`src/rtl/core/mqfb_pkg.sv`:
```
// Shared constants, codes and controller/datapath interface types for the queue bank.
`default_nettype none

package mqfb_pkg;

	// Default sizes handed to the top level parameters
	localparam int DEF_NUM_QUEUES  = 6;
	localparam int DEF_QUEUE_DEPTH = 16;
	localparam int DEF_HANDLE_BITS = 16;

	// Fixed field widths
	localparam int OP_W       = 2;
	localparam int QID_W      = 3;
	localparam int RC_W       = 2;
	localparam int CFG_ADDR_W = 2;
	localparam int CFG_DATA_W = 4;
	localparam int BATCH_W    = 4;
	localparam int POLL_W     = 3;
	localparam int CUR_W      = POLL_W + 1;

	// Batch limit and register reset values
	localparam logic [BATCH_W-1:0] BATCH_CAP       = 4'd8;
	localparam logic [BATCH_W-1:0] MAX_BATCH_RST   = 4'd8;
	localparam logic [POLL_W-1:0]  POLL_FIRST_RST  = 3'd0;
	localparam logic [POLL_W-1:0]  POLL_LAST_RST   = 3'd5;

	// Operation codes
	localparam logic [OP_W-1:0] OP_PUSH = 2'd0;
	localparam logic [OP_W-1:0] OP_POP  = 2'd1;
	localparam logic [OP_W-1:0] OP_POLL = 2'd2;

	// Configuration register indexes
	localparam logic [CFG_ADDR_W-1:0] REG_MAX_BATCH  = 2'd0;
	localparam logic [CFG_ADDR_W-1:0] REG_POLL_FIRST = 2'd1;
	localparam logic [CFG_ADDR_W-1:0] REG_POLL_LAST  = 2'd2;

	// Result codes
	typedef enum logic [RC_W-1:0] {
		RC_OK    = 2'd0,
		RC_FULL  = 2'd1,
		RC_EMPTY = 2'd2,
		RC_BAD   = 2'd3
	} rc_t;

	// Which result the datapath loads into the output register
	typedef enum logic [2:0] {
		LD_NONE,
		LD_BAD,
		LD_FULL,
		LD_PUSH_OK,
		LD_POP_EMPTY,
		LD_POP_DATA,
		LD_POLL_DATA,
		LD_POLL_EMPTY
	} ld_sel_t;

	// Controller to datapath commands
	typedef struct packed {
		logic    capture;
		logic    push_wr;
		logic    rd_head;
		logic    poll_init;
		logic    next_q;
		ld_sel_t ld;
	} dp_cmd_t;

	// Datapath to controller status
	typedef struct packed {
		logic [OP_W-1:0] op;
		logic            q_valid;
		logic            full;
		logic            empty;
		logic            in_range;
		logic            can_drain;
		logic            drained_any;
		logic            out_free;
	} dp_stat_t;

endpackage

`default_nettype wire

```
`src/rtl/core/multi_queue_fifo_bank_batch_drain.sv`:
```
// Top level of the bank of handle ring FIFOs with push, pop and batch poll.
//
// Input stream (s_axis): tuser carries the opcode (push, pop, poll), tdata the
// queue index and the handle. Each transfer is one operation.
// Output stream (m_axis): one result per push or pop, one result per handle
// drained by a poll (or one empty result when a poll drains nothing); tuser
// carries the result code and tlast marks the final result of an operation.
// Configuration: cfg_we writes cfg_wdata into register cfg_addr (0 max batch,
// 1 first polled queue, 2 last polled queue); write only while idle.
// Sequencing: one operation at a time (s_axis_tready is high only while idle). A
// push loads its result in the execute state after the transfer is captured; a
// pop first reads the queue head (the handle memory read is registered) and then
// loads the result. A poll starts at the first queue, steps queue by queue, and
// reads and then loads each drained handle in turn through the single read port
// of the handle memory; past the range it loads one empty result if none drained.
// Reset: all queues empty, max batch 8, poll range queues 0 to 5. Handle
// memory contents are not cleared; no slot is read before it is written.
// Stall: the output register holds a result until taken; while it is full the
// sequencer waits before loading the next result, and s_axis_tready is low until idle.
`default_nettype none

module multi_queue_fifo_bank_batch_drain #(
	parameter int NUM_QUEUES    = mqfb_pkg::DEF_NUM_QUEUES,
	parameter int QUEUE_DEPTH   = mqfb_pkg::DEF_QUEUE_DEPTH,
	parameter int HANDLE_BITS   = mqfb_pkg::DEF_HANDLE_BITS,
	localparam int CNT_W        = $clog2(QUEUE_DEPTH + 1),
	localparam int S_TDATA_W    = ((mqfb_pkg::QID_W + HANDLE_BITS + 7) / 8) * 8,
	localparam int M_TDATA_W    = ((mqfb_pkg::QID_W + HANDLE_BITS + CNT_W + 7) / 8) * 8
) (
	input  wire logic                            clk,
	input  wire logic                            arst_n,
	input  wire logic                            s_axis_tvalid,
	output logic                                 s_axis_tready,
	input  wire logic [S_TDATA_W-1:0]            s_axis_tdata,  // queue_id, entry_handle
	input  wire logic [mqfb_pkg::OP_W-1:0]       s_axis_tuser,  // opcode
	output logic                                 m_axis_tvalid,
	input  wire logic                            m_axis_tready,
	output logic [M_TDATA_W-1:0]                 m_axis_tdata,  // source_queue, handle_out, queue_count
	output logic [mqfb_pkg::RC_W-1:0]            m_axis_tuser,  // result_code
	output logic                                 m_axis_tlast,  // last_result
	input  wire logic                            cfg_we,
	input  wire logic [mqfb_pkg::CFG_ADDR_W-1:0] cfg_addr,
	input  wire logic [mqfb_pkg::CFG_DATA_W-1:0] cfg_wdata
);

	import mqfb_pkg::*;

	dp_stat_t               stat;
	dp_cmd_t                cmd;
	rc_t                    out_code;
	logic [QID_W-1:0]       out_queue;
	logic [HANDLE_BITS-1:0] out_handle;
	logic [CNT_W-1:0]       out_count;

	mqfb_ctrl u_ctrl (
		.clk      (clk),
		.arst_n   (arst_n),
		.in_valid (s_axis_tvalid),
		.in_ready (s_axis_tready),
		.stat     (stat),
		.cmd      (cmd)
	);

	mqfb_dp #(
		.NUM_QUEUES  (NUM_QUEUES),
		.QUEUE_DEPTH (QUEUE_DEPTH),
		.HANDLE_BITS (HANDLE_BITS)
	) u_dp (
		.clk         (clk),
		.arst_n      (arst_n),
		.cfg_we      (cfg_we),
		.cfg_addr    (cfg_addr),
		.cfg_wdata   (cfg_wdata),
		.in_opcode   (s_axis_tuser),
		.in_queue_id (s_axis_tdata[QID_W-1:0]),
		.in_handle   (s_axis_tdata[QID_W +: HANDLE_BITS]),
		.cmd         (cmd),
		.stat        (stat),
		.out_ready   (m_axis_tready),
		.out_valid   (m_axis_tvalid),
		.out_code    (out_code),
		.out_queue   (out_queue),
		.out_handle  (out_handle),
		.out_count   (out_count),
		.out_last    (m_axis_tlast)
	);

	// Pack the result transfer
	assign m_axis_tdata = M_TDATA_W'({out_count, out_handle, out_queue});
	assign m_axis_tuser = out_code;

endmodule

`default_nettype wire

```
`src/rtl/core/mqfb_ram.sv`:
```
// Generic single-write, single-read RAM with registered read data.
`default_nettype none

module mqfb_ram #(
	parameter int WIDTH = 16,
	parameter int DEPTH = 96
) (
	input  wire logic                     clk,
	input  wire logic                     we,
	input  wire logic [$clog2(DEPTH)-1:0] waddr,
	input  wire logic [WIDTH-1:0]         wdata,
	input  wire logic                     re,
	input  wire logic [$clog2(DEPTH)-1:0] raddr,
	output logic      [WIDTH-1:0]         rdata
);

	logic [WIDTH-1:0] mem_q [DEPTH];

	// Write port
	always_ff @(posedge clk) begin
		if (we) begin
			mem_q[waddr] <= wdata;
		end
	end

	// Registered read port, data holds until the next read
	always_ff @(posedge clk) begin
		if (re) begin
			rdata <= mem_q[raddr];
		end
	end

endmodule

`default_nettype wire

```
`src/rtl/core/mqfb_dp.sv`:
```
// Datapath: queue pointers and counts, handle memory, config registers, result register.
`default_nettype none

module mqfb_dp #(
	parameter int NUM_QUEUES  = mqfb_pkg::DEF_NUM_QUEUES,
	parameter int QUEUE_DEPTH = mqfb_pkg::DEF_QUEUE_DEPTH,
	parameter int HANDLE_BITS = mqfb_pkg::DEF_HANDLE_BITS
) (
	input  wire logic                                clk,
	input  wire logic                                arst_n,
	input  wire logic                                cfg_we,
	input  wire logic [mqfb_pkg::CFG_ADDR_W-1:0]     cfg_addr,
	input  wire logic [mqfb_pkg::CFG_DATA_W-1:0]     cfg_wdata,
	input  wire logic [mqfb_pkg::OP_W-1:0]           in_opcode,
	input  wire logic [mqfb_pkg::QID_W-1:0]          in_queue_id,
	input  wire logic [HANDLE_BITS-1:0]              in_handle,
	input  wire mqfb_pkg::dp_cmd_t                   cmd,
	output mqfb_pkg::dp_stat_t                       stat,
	input  wire logic                                out_ready,
	output logic                                     out_valid,
	output mqfb_pkg::rc_t                            out_code,
	output logic [mqfb_pkg::QID_W-1:0]               out_queue,
	output logic [HANDLE_BITS-1:0]                   out_handle,
	output logic [$clog2(QUEUE_DEPTH+1)-1:0]         out_count,
	output logic                                     out_last
);

	import mqfb_pkg::*;

	localparam int QI_W   = (NUM_QUEUES > 1) ? $clog2(NUM_QUEUES) : 1;
	localparam int PTR_W  = $clog2(QUEUE_DEPTH);
	localparam int CNT_W  = $clog2(QUEUE_DEPTH + 1);
	localparam int SLOTS  = NUM_QUEUES * QUEUE_DEPTH;
	localparam int ADDR_W = $clog2(SLOTS);

	// Configuration registers
	logic [BATCH_W-1:0] max_batch_q;
	logic [POLL_W-1:0]  poll_first_q;
	logic [POLL_W-1:0]  poll_last_q;

	// Operation registers
	logic [OP_W-1:0]        op_q;
	logic [CUR_W-1:0]       cur_q;
	logic [HANDLE_BITS-1:0] handle_q;
	logic [BATCH_W-1:0]     taken_q;
	logic                   any_q;

	// Per-queue ring state
	logic [PTR_W-1:0] head_q  [NUM_QUEUES];
	logic [PTR_W-1:0] tail_q  [NUM_QUEUES];
	logic [CNT_W-1:0] count_q [NUM_QUEUES];

	// Result register
	logic                   out_valid_q;
	rc_t                    out_code_q;
	logic [QID_W-1:0]       out_queue_q;
	logic [HANDLE_BITS-1:0] out_handle_q;
	logic [CNT_W-1:0]       out_count_q;
	logic                   out_last_q;

	logic [QI_W-1:0]        idx;
	logic [PTR_W-1:0]       cur_head;
	logic [PTR_W-1:0]       cur_tail;
	logic [CNT_W-1:0]       cur_count;
	logic [BATCH_W-1:0]     batch;
	logic                   q_valid;
	logic                   can_drain;
	logic                   later;
	logic                   more;
	logic                   out_free;
	logic [ADDR_W-1:0]      waddr;
	logic [ADDR_W-1:0]      raddr;
	logic [HANDLE_BITS-1:0] rdata;

	function automatic logic [ADDR_W-1:0] slot_addr(input logic [QI_W-1:0] q,
			input logic [PTR_W-1:0] p);
		return ADDR_W'(q) * ADDR_W'(QUEUE_DEPTH) + ADDR_W'(p);
	endfunction

	function automatic logic [PTR_W-1:0] ptr_next(input logic [PTR_W-1:0] p);
		return (p == PTR_W'(QUEUE_DEPTH - 1)) ? '0 : p + 1'b1;
	endfunction

	// Select the current queue's state
	assign idx       = cur_q[QI_W-1:0];
	assign cur_head  = head_q[idx];
	assign cur_tail  = tail_q[idx];
	assign cur_count = count_q[idx];
	assign batch     = (max_batch_q > BATCH_CAP) ? BATCH_CAP : max_batch_q;
	assign q_valid   = cur_q < CUR_W'(NUM_QUEUES);
	assign can_drain = (cur_count != '0) && (taken_q < batch);
	assign out_free  = !out_valid_q || out_ready;

	// Look for any later queue in the poll range that still holds handles
	always_comb begin
		later = 1'b0;
		for (int j = 0; j < NUM_QUEUES; j++) begin
			if ((CUR_W'(j) > cur_q) && (CUR_W'(j) <= {1'b0, poll_last_q}) &&
					(count_q[j] != '0)) begin
				later = 1'b1;
			end
		end
	end

	assign more = can_drain || later;

	// Status to the controller
	always_comb begin
		stat.op          = op_q;
		stat.q_valid     = q_valid;
		stat.full        = cur_count == CNT_W'(QUEUE_DEPTH);
		stat.empty       = cur_count == '0;
		stat.in_range    = q_valid && (cur_q <= {1'b0, poll_last_q});
		stat.can_drain   = can_drain;
		stat.drained_any = any_q;
		stat.out_free    = out_free;
	end

	// Handle memory
	assign waddr = slot_addr(idx, cur_tail);
	assign raddr = slot_addr(idx, cur_head);

	mqfb_ram #(
		.WIDTH (HANDLE_BITS),
		.DEPTH (SLOTS)
	) u_slots (
		.clk   (clk),
		.we    (cmd.push_wr),
		.waddr (waddr),
		.wdata (handle_q),
		.re    (cmd.rd_head),
		.raddr (raddr),
		.rdata (rdata)
	);

	// Configuration, operation and queue state
	always_ff @(posedge clk or negedge arst_n) begin
		if (!arst_n) begin
			max_batch_q  <= MAX_BATCH_RST;
			poll_first_q <= POLL_FIRST_RST;
			poll_last_q  <= POLL_LAST_RST;
			cur_q        <= '0;
			taken_q      <= '0;
			any_q        <= 1'b0;
			for (int i = 0; i < NUM_QUEUES; i++) begin
				head_q[i]  <= '0;
				tail_q[i]  <= '0;
				count_q[i] <= '0;
			end
		end else begin
			// Register writes
			if (cfg_we) begin
				unique case (cfg_addr)
					REG_MAX_BATCH:  max_batch_q  <= cfg_wdata;
					REG_POLL_FIRST: poll_first_q <= cfg_wdata[POLL_W-1:0];
					REG_POLL_LAST:  poll_last_q  <= cfg_wdata[POLL_W-1:0];
					default: ;
				endcase
			end
			// Latch a new operation
			if (cmd.capture) begin
				cur_q <= CUR_W'(in_queue_id);
			end
			// Start a poll at the first queue
			if (cmd.poll_init) begin
				cur_q   <= CUR_W'(poll_first_q);
				taken_q <= '0;
				any_q   <= 1'b0;
			end
			// Advance the poll to the next queue
			if (cmd.next_q) begin
				cur_q   <= cur_q + 1'b1;
				taken_q <= '0;
			end
			// Append at the tail
			if (cmd.push_wr) begin
				tail_q[idx]  <= ptr_next(cur_tail);
				count_q[idx] <= cur_count + 1'b1;
			end
			// Remove the head
			if (cmd.rd_head) begin
				head_q[idx]  <= ptr_next(cur_head);
				count_q[idx] <= cur_count - 1'b1;
				taken_q      <= taken_q + 1'b1;
				any_q        <= 1'b1;
			end
		end
	end

	// Operation payload
	always_ff @(posedge clk) begin
		if (cmd.capture) begin
			op_q     <= in_opcode;
			handle_q <= in_handle;
		end
	end

	// Result register valid
	always_ff @(posedge clk or negedge arst_n) begin
		if (!arst_n) begin
			out_valid_q <= 1'b0;
		end else if (cmd.ld != LD_NONE) begin
			out_valid_q <= 1'b1;
		end else if (out_ready) begin
			out_valid_q <= 1'b0;
		end
	end

	// Result register payload
	always_ff @(posedge clk) begin
		unique case (cmd.ld)
			LD_BAD: begin
				out_code_q   <= RC_BAD;
				out_queue_q  <= cur_q[QID_W-1:0];
				out_handle_q <= '0;
				out_count_q  <= '0;
				out_last_q   <= 1'b1;
			end
			LD_FULL: begin
				out_code_q   <= RC_FULL;
				out_queue_q  <= cur_q[QID_W-1:0];
				out_handle_q <= '0;
				out_count_q  <= cur_count;
				out_last_q   <= 1'b1;
			end
			LD_PUSH_OK: begin
				out_code_q   <= RC_OK;
				out_queue_q  <= cur_q[QID_W-1:0];
				out_handle_q <= '0;
				out_count_q  <= cur_count + 1'b1;
				out_last_q   <= 1'b1;
			end
			LD_POP_EMPTY: begin
				out_code_q   <= RC_EMPTY;
				out_queue_q  <= cur_q[QID_W-1:0];
				out_handle_q <= '0;
				out_count_q  <= '0;
				out_last_q   <= 1'b1;
			end
			LD_POP_DATA: begin
				out_code_q   <= RC_OK;
				out_queue_q  <= cur_q[QID_W-1:0];
				out_handle_q <= rdata;
				out_count_q  <= cur_count;
				out_last_q   <= 1'b1;
			end
			LD_POLL_DATA: begin
				out_code_q   <= RC_OK;
				out_queue_q  <= cur_q[QID_W-1:0];
				out_handle_q <= rdata;
				out_count_q  <= cur_count;
				out_last_q   <= !more;
			end
			LD_POLL_EMPTY: begin
				out_code_q   <= RC_EMPTY;
				out_queue_q  <= '0;
				out_handle_q <= '0;
				out_count_q  <= '0;
				out_last_q   <= 1'b1;
			end
			default: ;
		endcase
	end

	assign out_valid  = out_valid_q;
	assign out_code   = out_code_q;
	assign out_queue  = out_queue_q;
	assign out_handle = out_handle_q;
	assign out_count  = out_count_q;
	assign out_last   = out_last_q;

endmodule

`default_nettype wire

```
`src/rtl/core/mqfb_ctrl.sv`:
```
// Controller: sequences push, pop and poll operations over the datapath.
`default_nettype none

module mqfb_ctrl (
	input  wire logic               clk,
	input  wire logic               arst_n,
	input  wire logic               in_valid,
	output logic                    in_ready,
	input  wire mqfb_pkg::dp_stat_t stat,
	output mqfb_pkg::dp_cmd_t       cmd
);

	import mqfb_pkg::*;

	typedef enum logic [5:0] {
		S_IDLE      = 6'b000001,
		S_EXEC      = 6'b000010,
		S_POP_RD    = 6'b000100,
		S_SCAN      = 6'b001000,
		S_POLL_RD   = 6'b010000,
		S_POLL_NONE = 6'b100000
	} state_t;

	state_t state_q;
	state_t state_d;

	// State register
	always_ff @(posedge clk or negedge arst_n) begin
		if (!arst_n) begin
			state_q <= S_IDLE;
		end else begin
			state_q <= state_d;
		end
	end

	assign in_ready = state_q == S_IDLE;

	// Next state and commands
	always_comb begin
		state_d = state_q;
		cmd     = '0;
		cmd.ld  = LD_NONE;
		unique case (state_q)
			S_IDLE: begin
				if (in_valid) begin
					cmd.capture = 1'b1;
					state_d     = S_EXEC;
				end
			end
			S_EXEC: begin
				unique case (stat.op)
					OP_PUSH: begin
						if (stat.out_free) begin
							state_d = S_IDLE;
							if (!stat.q_valid) begin
								cmd.ld = LD_BAD;
							end else if (stat.full) begin
								cmd.ld = LD_FULL;
							end else begin
								cmd.push_wr = 1'b1;
								cmd.ld      = LD_PUSH_OK;
							end
						end
					end
					OP_POP: begin
						if (!stat.q_valid) begin
							if (stat.out_free) begin
								cmd.ld  = LD_BAD;
								state_d = S_IDLE;
							end
						end else if (stat.empty) begin
							if (stat.out_free) begin
								cmd.ld  = LD_POP_EMPTY;
								state_d = S_IDLE;
							end
						end else begin
							cmd.rd_head = 1'b1;
							state_d     = S_POP_RD;
						end
					end
					OP_POLL: begin
						cmd.poll_init = 1'b1;
						state_d       = S_SCAN;
					end
					default: state_d = S_IDLE;
				endcase
			end
			S_POP_RD: begin
				if (stat.out_free) begin
					cmd.ld  = LD_POP_DATA;
					state_d = S_IDLE;
				end
			end
			S_SCAN: begin
				if (!stat.in_range) begin
					state_d = stat.drained_any ? S_IDLE : S_POLL_NONE;
				end else if (stat.can_drain) begin
					cmd.rd_head = 1'b1;
					state_d     = S_POLL_RD;
				end else begin
					cmd.next_q = 1'b1;
				end
			end
			S_POLL_RD: begin
				if (stat.out_free) begin
					cmd.ld  = LD_POLL_DATA;
					state_d = S_SCAN;
				end
			end
			S_POLL_NONE: begin
				if (stat.out_free) begin
					cmd.ld  = LD_POLL_EMPTY;
					state_d = S_IDLE;
				end
			end
			default: state_d = S_IDLE;
		endcase
	end

endmodule

`default_nettype wire

```
`config.mk`:
```
export PLATFORM = sky130hd
export DESIGN_NAME = multi_queue_fifo_bank_batch_drain
export DESIGN_NICKNAME = d
export VERILOG_FILES = /design/src/rtl/core/mqfb_pkg.sv /design/src/rtl/core/multi_queue_fifo_bank_batch_drain.sv /design/src/rtl/core/mqfb_ram.sv /design/src/rtl/core/mqfb_dp.sv /design/src/rtl/core/mqfb_ctrl.sv
export SDC_FILE = /design/constraint.sdc
export NUM_CORES = 2
export LEC_CHECK = 0
export ABC_AREA = 1
export BUFFER_PORTS_ARGS = -buffer_cell sky130_fd_sc_hd__buf_2
export CORE_MARGIN = 2
export CORE_UTILIZATION = 60
export CTS_CLUSTER_DIAMETER = 30
export DETAILED_ROUTE_END_ITERATION = 6
export GPL_ROUTABILITY_DRIVEN = 0
export PLACE_DENSITY = 0.74
export SYNTH_ARGS = -nofsm -noshare
export SYNTH_HDL_FRONTEND = slang
export SYNTH_SLANG_ARGS = --single-unit
```
`constraint.sdc`:
```
create_clock -name clk -period 4.7 [get_ports clk]
set_clock_uncertainty 0.2 [all_clocks]
set_input_delay 0.94 -clock clk [delete_from_list [all_inputs] [get_ports clk]]
set_output_delay 0.94 -clock clk [all_outputs]
set_load 0.01 [all_outputs]
```
==> Word level (Yosys, flattened, before mapping) <==
Memory sizes are Yosys's and may differ from the RTL's. A register that Yosys moved wholly into a read port is not among the register bits.
Cells that the tools add are included.
W data, S select, Z words.
{ "classes": {"div": 0, "eq_ne": 23, "multipliers": 0, "add_sub_neg": 8, "mux": 85, "n_lt_le_gt_ge": 17, "n_shift": 0, "bitwise_logic": 1, "n_reduce_logical": 51} }
{ "ops": {"columns": ["operator", "count"], "rows": [
  ["$bwmux W30", 2],
  ["$mux W30", 2],
  ["$mux W4", 14],
  ["$bwmux W24", 2],
  ["$mux W6", 8],
  ["$reduce_bool A5 Y1", 7],
  ["$pmux W16 S2", 1],
  ["$mux W1", 31],
  ["$pmux W6 S5", 1],
  ["$bmux W4 S3", 2],
  ["$mux W3", 7],
  ["$pmux W6 S3", 1],
  ["$add A4 B1 Y4 const B", 4],
  ["$bmux W5 S3", 1],
  ["$demux W5 S3", 1],
  ["$mux W5", 3],
  ["$pmux W5 S3", 1],
  ["$add A7 B4 Y7", 2],
  ["$logic_and A1 B1 Y1", 14],
  ["$demux W4 S3", 1],
  ["$eq A3 B3 Y1 const B", 4],
  ["$pmux W3 S2", 2],
  ["$pmux W3 S4", 1],
  ["$reduce_bool A3 Y1", 4],
  ["45 further kinds", 69]
]} }
{ "totals": {"regBits": 149, "n_memories": 1, "out_inout_bits": 29, "mem_bits_rw": 1536, "latch_bits": 0, "input_bits": 37, "romBits": 0} }
{ "memory_table": {"columns": ["memory", "words", "width", "read_ports", "rd_ports_with_merged_regs", "wr", "line_no", "text"], "rows": [
  ["u_dp.u_slots.mem_q", 96, 16, 1, 1, 1, "mqfb_ram.sv:17", "logic [WIDTH-1:0] mem_q [DEPTH];"]
]} }

==> Depth between registers and ports, before layout <==
{ "logic_depth": {"depth_word": 13, "mapped_depth": 23} }

==> Hierarchy <==
From an unflattened synthesis, not the netlist that was laid out.
{ "hier_totals": {"cells_unflattened": 6164, "hier_area_um2": 70916.8} }
{ "by_module_without_submodules": {"columns": ["module", "n_inst", "seq_area_each_um2", "cells_per_inst", "area_each_um2"], "rows": [
  ["mqfb_ram", 1, 46604.7, 5194, 62952.9],
  ["mqfb_dp", 1, 3807.4, 870, 7292.0],
  ["mqfb_ctrl", 1, 151.4, 100, 671.9]
]} }

==> Worst setup path before layout <==
OpenSTA, ideal clock, no wires.
{ "synth_timing": {"path_type": "flip-flop to flip-flop", "start": "register u_dp.cur_q[1]", "end": "memory u_dp.u_slots.mem_q[0][0] (enable)", "arrival_time_ps": 3404, "t_required_ps": 4112, "path_slack_ps": 707, "path_stages_with_launch": 19, "path_buffers": 4, "path_cell_list": "dfrtp_1 > buf_4 > inv_2 > nand2_2 > nor2_2 > buf_2 > a22oi_1 > nand2_1 > clkbuf_1 > inv_1 > ha_1 > nand2_2 > nor2_4 > nand2_2 > nand2_2 > nor2_1 > nand3_1 > buf_2 > nor2_1"} }
{ "synth_between": {"elab_chain_len": 12, "elab_cells_between_ends": 17, "classes_between": "add/sub: 1; order compare: 1; eq/ne: 1; mux: 13; bitwise: 1"} }
{ "synth_rtl": {"columns": ["element", "line_no", "text"], "rows": [
  ["start, declared", "mqfb_dp.sv:43", "logic [CUR_W-1:0] cur_q;"],
  ["start signal, assigned", "mqfb_dp.sv:162", "cur_q <= CUR_W'(in_queue_id);"],
  ["start signal, assigned", "mqfb_dp.sv:166", "cur_q <= CUR_W'(poll_first_q);"],
  ["start signal, assigned", "mqfb_dp.sv:172", "cur_q <= cur_q + 1'b1;"],
  ["$not A3 Y4 (not written as such)", "mqfb_dp.sv:87, mqfb_dp.sv:88", null],
  ["$bmux W5 S3", "mqfb_dp.sv:88", "assign cur_count = count_q[idx];"],
  ["$mux W5 (not written as such) (2 in a row)", "mqfb_dp.sv:88", null],
  ["$eq A5 B5 Y1", "mqfb_dp.sv:111", "stat.full = cur_count == CNT_W'(QUEUE_DEPTH);"],
  ["$mux W1", "mqfb_ctrl.sv:57", "end else if (stat.full) begin"],
  ["$mux W1", "mqfb_ctrl.sv:55", "if (!stat.q_valid) begin"],
  ["$mux W1", "mqfb_ctrl.sv:53", "if (stat.out_free) begin"],
  ["$mux W1", "mqfb_ctrl.sv:51", "unique case (stat.op)"],
  ["$mux W1", "mqfb_ctrl.sv:43", "unique case (state_q)"],
  ["$mux W1", "mqfb_ram.sv:21", "if (we) begin"],
  ["$mux W1 (not written as such)", "mqfb_ram.sv:22", "mem_q[waddr] <= wdata;"],
  ["end, declared", "mqfb_ram.sv:17", null]
]} }
Parallel ways exist; a longest one is shown, timed or not. The select of a mux whose other input is x is not followed.

==> Worst setup path in the final report <==
{ "layout_timing": {"start": "register u_dp.cur_q[1]", "end": "memory u_dp.u_slots.mem_q[84][15] (enable)"} }
Same word-level chain as after synthesis.

==> flow_summary.ini <==
[run_status]
status = finished, final reports clean

[route]
vias = 52149
dr.pass1.iters = 6
final_antenna_net_count = 0
drt_wl_total_um = 201000
drt-initial-drc-count = 7266
avgRoutedWirePerCell_um = 22.9
vias_per_cell = 5.94
drc = 0

[synth]
synth_fp_nets = 6739
synthArstFlopShare_pct = 6.11
syn_avg_cell_area_um2 = 10.9
synth.area.top_cells = edfxtp_1 66%, nand2_1 8.8%, nand3_1 6.3%, inv_1 3.9%, dfrtp_1 3.4%
synth.distinct_cells = 46
synth-edff-count = 1597
yosysTopAreaCell = edfxtp_1
synth_area_um2 = 72900
yosys_register_bits = 1701
synth.most_common_cell = nand2_1
yosysTopAreaCellShare_pct = 65.8
synth_common_cells = 1,712 x nand2_1, 1,597 x edfxtp_1, 917 x nand3_1
syn_inst = 6688
seq_area_frac_synth_pct = 69.4
synth_flop_cell = edfxtp_1
yosys_warnings = 0

[floorplanning]
rows = 127
io_pins = 66
initial_core_util_pct = 60.7
core-area_um2 = 120000
die-height_um = 352
fp.dieW_um = 352
dieArea_um2 = 124000

[setup_path]
path_cells = nor2_2 -> nand2_2 -> inv_2 -> nand2_1 -> nand4_1 -> inv_1 -> ha_1 -> nand2_2 -> nor2_4 -> nand2_2 -> nand2_2 -> nor2_1 -> nand3_1 -> buf_4 -> nor2_1 -> buf_4
cp.arrival_ns = 4.70
cp-start-kind = flop
reg2reg_from = u_dp.cur_q[1]
path_class = flop to flop
cp.required_ns = 5.04
timing.rr.end = u_dp.u_slots.mem_q[84][15]
crit_path_max_incr_delay_ns = 0.54
r2r_cells = 16
crit_slowest_cell = dfrtp_1
critical_path_peak_fanout = 16
rrSetupSlack_ns = 0.34
cpMostUsedCell = nand2_2
crit_path_end_kind = flop

[clock_tree]
clock_path_buffers = 4
cts_inserted_buffers = 316
cts_tree = built
postCtsHoldBufs = 0
cts_num_sinks = 1701
clk_latency_ns = 0.91
cts_setup_buffers = 0
ctsHtreeMaxLevel = 5
path_clk_slew_ns = 0.05
cts_resized = 0
cts_root_buf = clkbuf_16

[run]
drv_cap = 0

[pwr]
power_density_nw_per_um2 = 610
p_leak_nw = 34.2
p_total_mw = 52.6
max-vdd-ir-drop_mv = 0.484

[finish]
drive_gt1_share_pct = 11.8
antennaDiodeCount = 0
nets = 6993
area_delta_synth_final_pct = 18.3

[timing]
min_period_over_period_pct = 92.7
final_hold_viol_count = 0
setup_slack_ns = 0.343
max_freq_ghz = 0.230
tightest_slew_ns = 1.22
hold-worst-slack_ns = 0.0426
tns_ns = 0
relSlewSlack_pct = 18.8
drv_slew = 0
rsz0062_at_grt = no
setup_viol = 0
finalCriticalPeriod_ns = 4.36

[hold_path]
holdPathEnd = u_dp.handle_q[11]
min_from = s_axis_tdata[14]
worstHoldPathType = input port to flop
whs_path_depth = 1

[global_routing]
grt_max_degree = 155
grt_pass1_wl_um = 302000
busiest_layer = met2
grt.total_usage_pct = 32.1
grt_use_met3_pct = 6.71
grt_use_met2_pct = 51.2
antenna_found_initial = 2
overflow = 0
grt_pass1_vias = 51357
use_met1_pct = 41.9

[place]
dp_hpwl_um = 112000
numPortBuffers = 60
place_ws_ns = 0.536
-- cells by family after synthesis --
logic type / after synthesis / synth area share, %
buf+inv: 1145 / 6.35
simple gates: 3313 / 20.2
compound gates: 504 / 3.73
flops: 1701 / 69.4
xor+xnor: 11 / 0.132
fa+ha+maj: 14 / 0.240
-- cell usage in the layout (no fill, tap or decap), types with 36 or more instances in the layout --
cell type,instances
clkbuf_16,327
o21ai_1,65
nand3_1,917
o21ai_0,234
nand2_1,1709
inv_1,761
a21oi_1,129
clkinv_1,50
buf_4,204
nor3_1,42
buf_12,38
buf_2,59
nor2_1,371
clkinv_2,36
nand3b_1,203
o211ai_1,51
dfrtp_1,99
edfxtp_1,1597
-- critical path, delay by kind of cell, from the launching register on --
kind | cells | cell delay [ns]
buf+inv | 4 | 0.95
fa+ha+maj | 1 | 0.22
simple gates | 11 | 2.09
flops | 1 | 0.54
-- sequential cells by signal (all words and copies together), names as in the netlist, 4 cells and up --
register and flops:
u_dp.out_handle 16, u_dp.taken_q 4, u_dp.max_batch_q 4, u_dp.out_count 5, u_dp.head_q 24, u_dp.count_q 30, u_dp.u_slots.rdata 16, u_dp.cur_q 4
u_dp.u_slots.mem_q 1536, u_dp.handle_q 16, u_ctrl.state_q 6, u_dp.tail_q 24
-- metal layers --
layer / routed length (um) / vias up / part of all wire (%)
li1: - / 23175 / -
met1: 72800 / 24956 / 36
met2: 95100 / 3408 / 47
met3: 23200 / 610 / 12
met4: 10200 / 0 / 5.1
met5: 0 / - / 0
-- worst max path at each step --
stage,from,to,slack [ns],depth (start not counted)
floorplan,u_dp.cur_q[1],u_dp.u_slots.mem_q[0][0],0.71,18
global route,u_dp.cur_q[1],u_dp.u_slots.mem_q[76][0],0.13,16
detailed placement,u_dp.cur_q[1],u_dp.u_slots.mem_q[76][12],0.54,16
global placement,u_dp.cur_q[0],u_dp.u_slots.rdata[12],0.60,19
finish,u_dp.cur_q[1],u_dp.u_slots.mem_q[84][15],0.34,16
CTS,u_dp.cur_q[1],u_dp.u_slots.mem_q[76][12],0.52,16
-- area by class of cell --
cell class,count,area [um^2]
inverter,780,2940
tap,1612,2020
timing repair buffer,301,2590
sequential,1701,50600
multi-input combinational,3842,17700
fill,7708,33900
clock buffer,360,8320
clock inverter,190,2030
-- stage by stage --
stage | cell area, um^2 | instances | util (%)
global route | 86200 | 8786 | 71.7
floorplan | 72900 | 6688 | -
detailed placement | 75800 | 8236 | 63.1
CTS | 86200 | 8786 | 71.7
finish | 86200 | 8786 | 71.7
global placement | 75800 | 8236 | 63.1
-- where the power goes --
group	switching, mW	internal (mW)
Combinational	9.46	3.20
Clock	7.34	14.6
Sequential	0.293	17.7
Power figures use the tool's default switching activity.
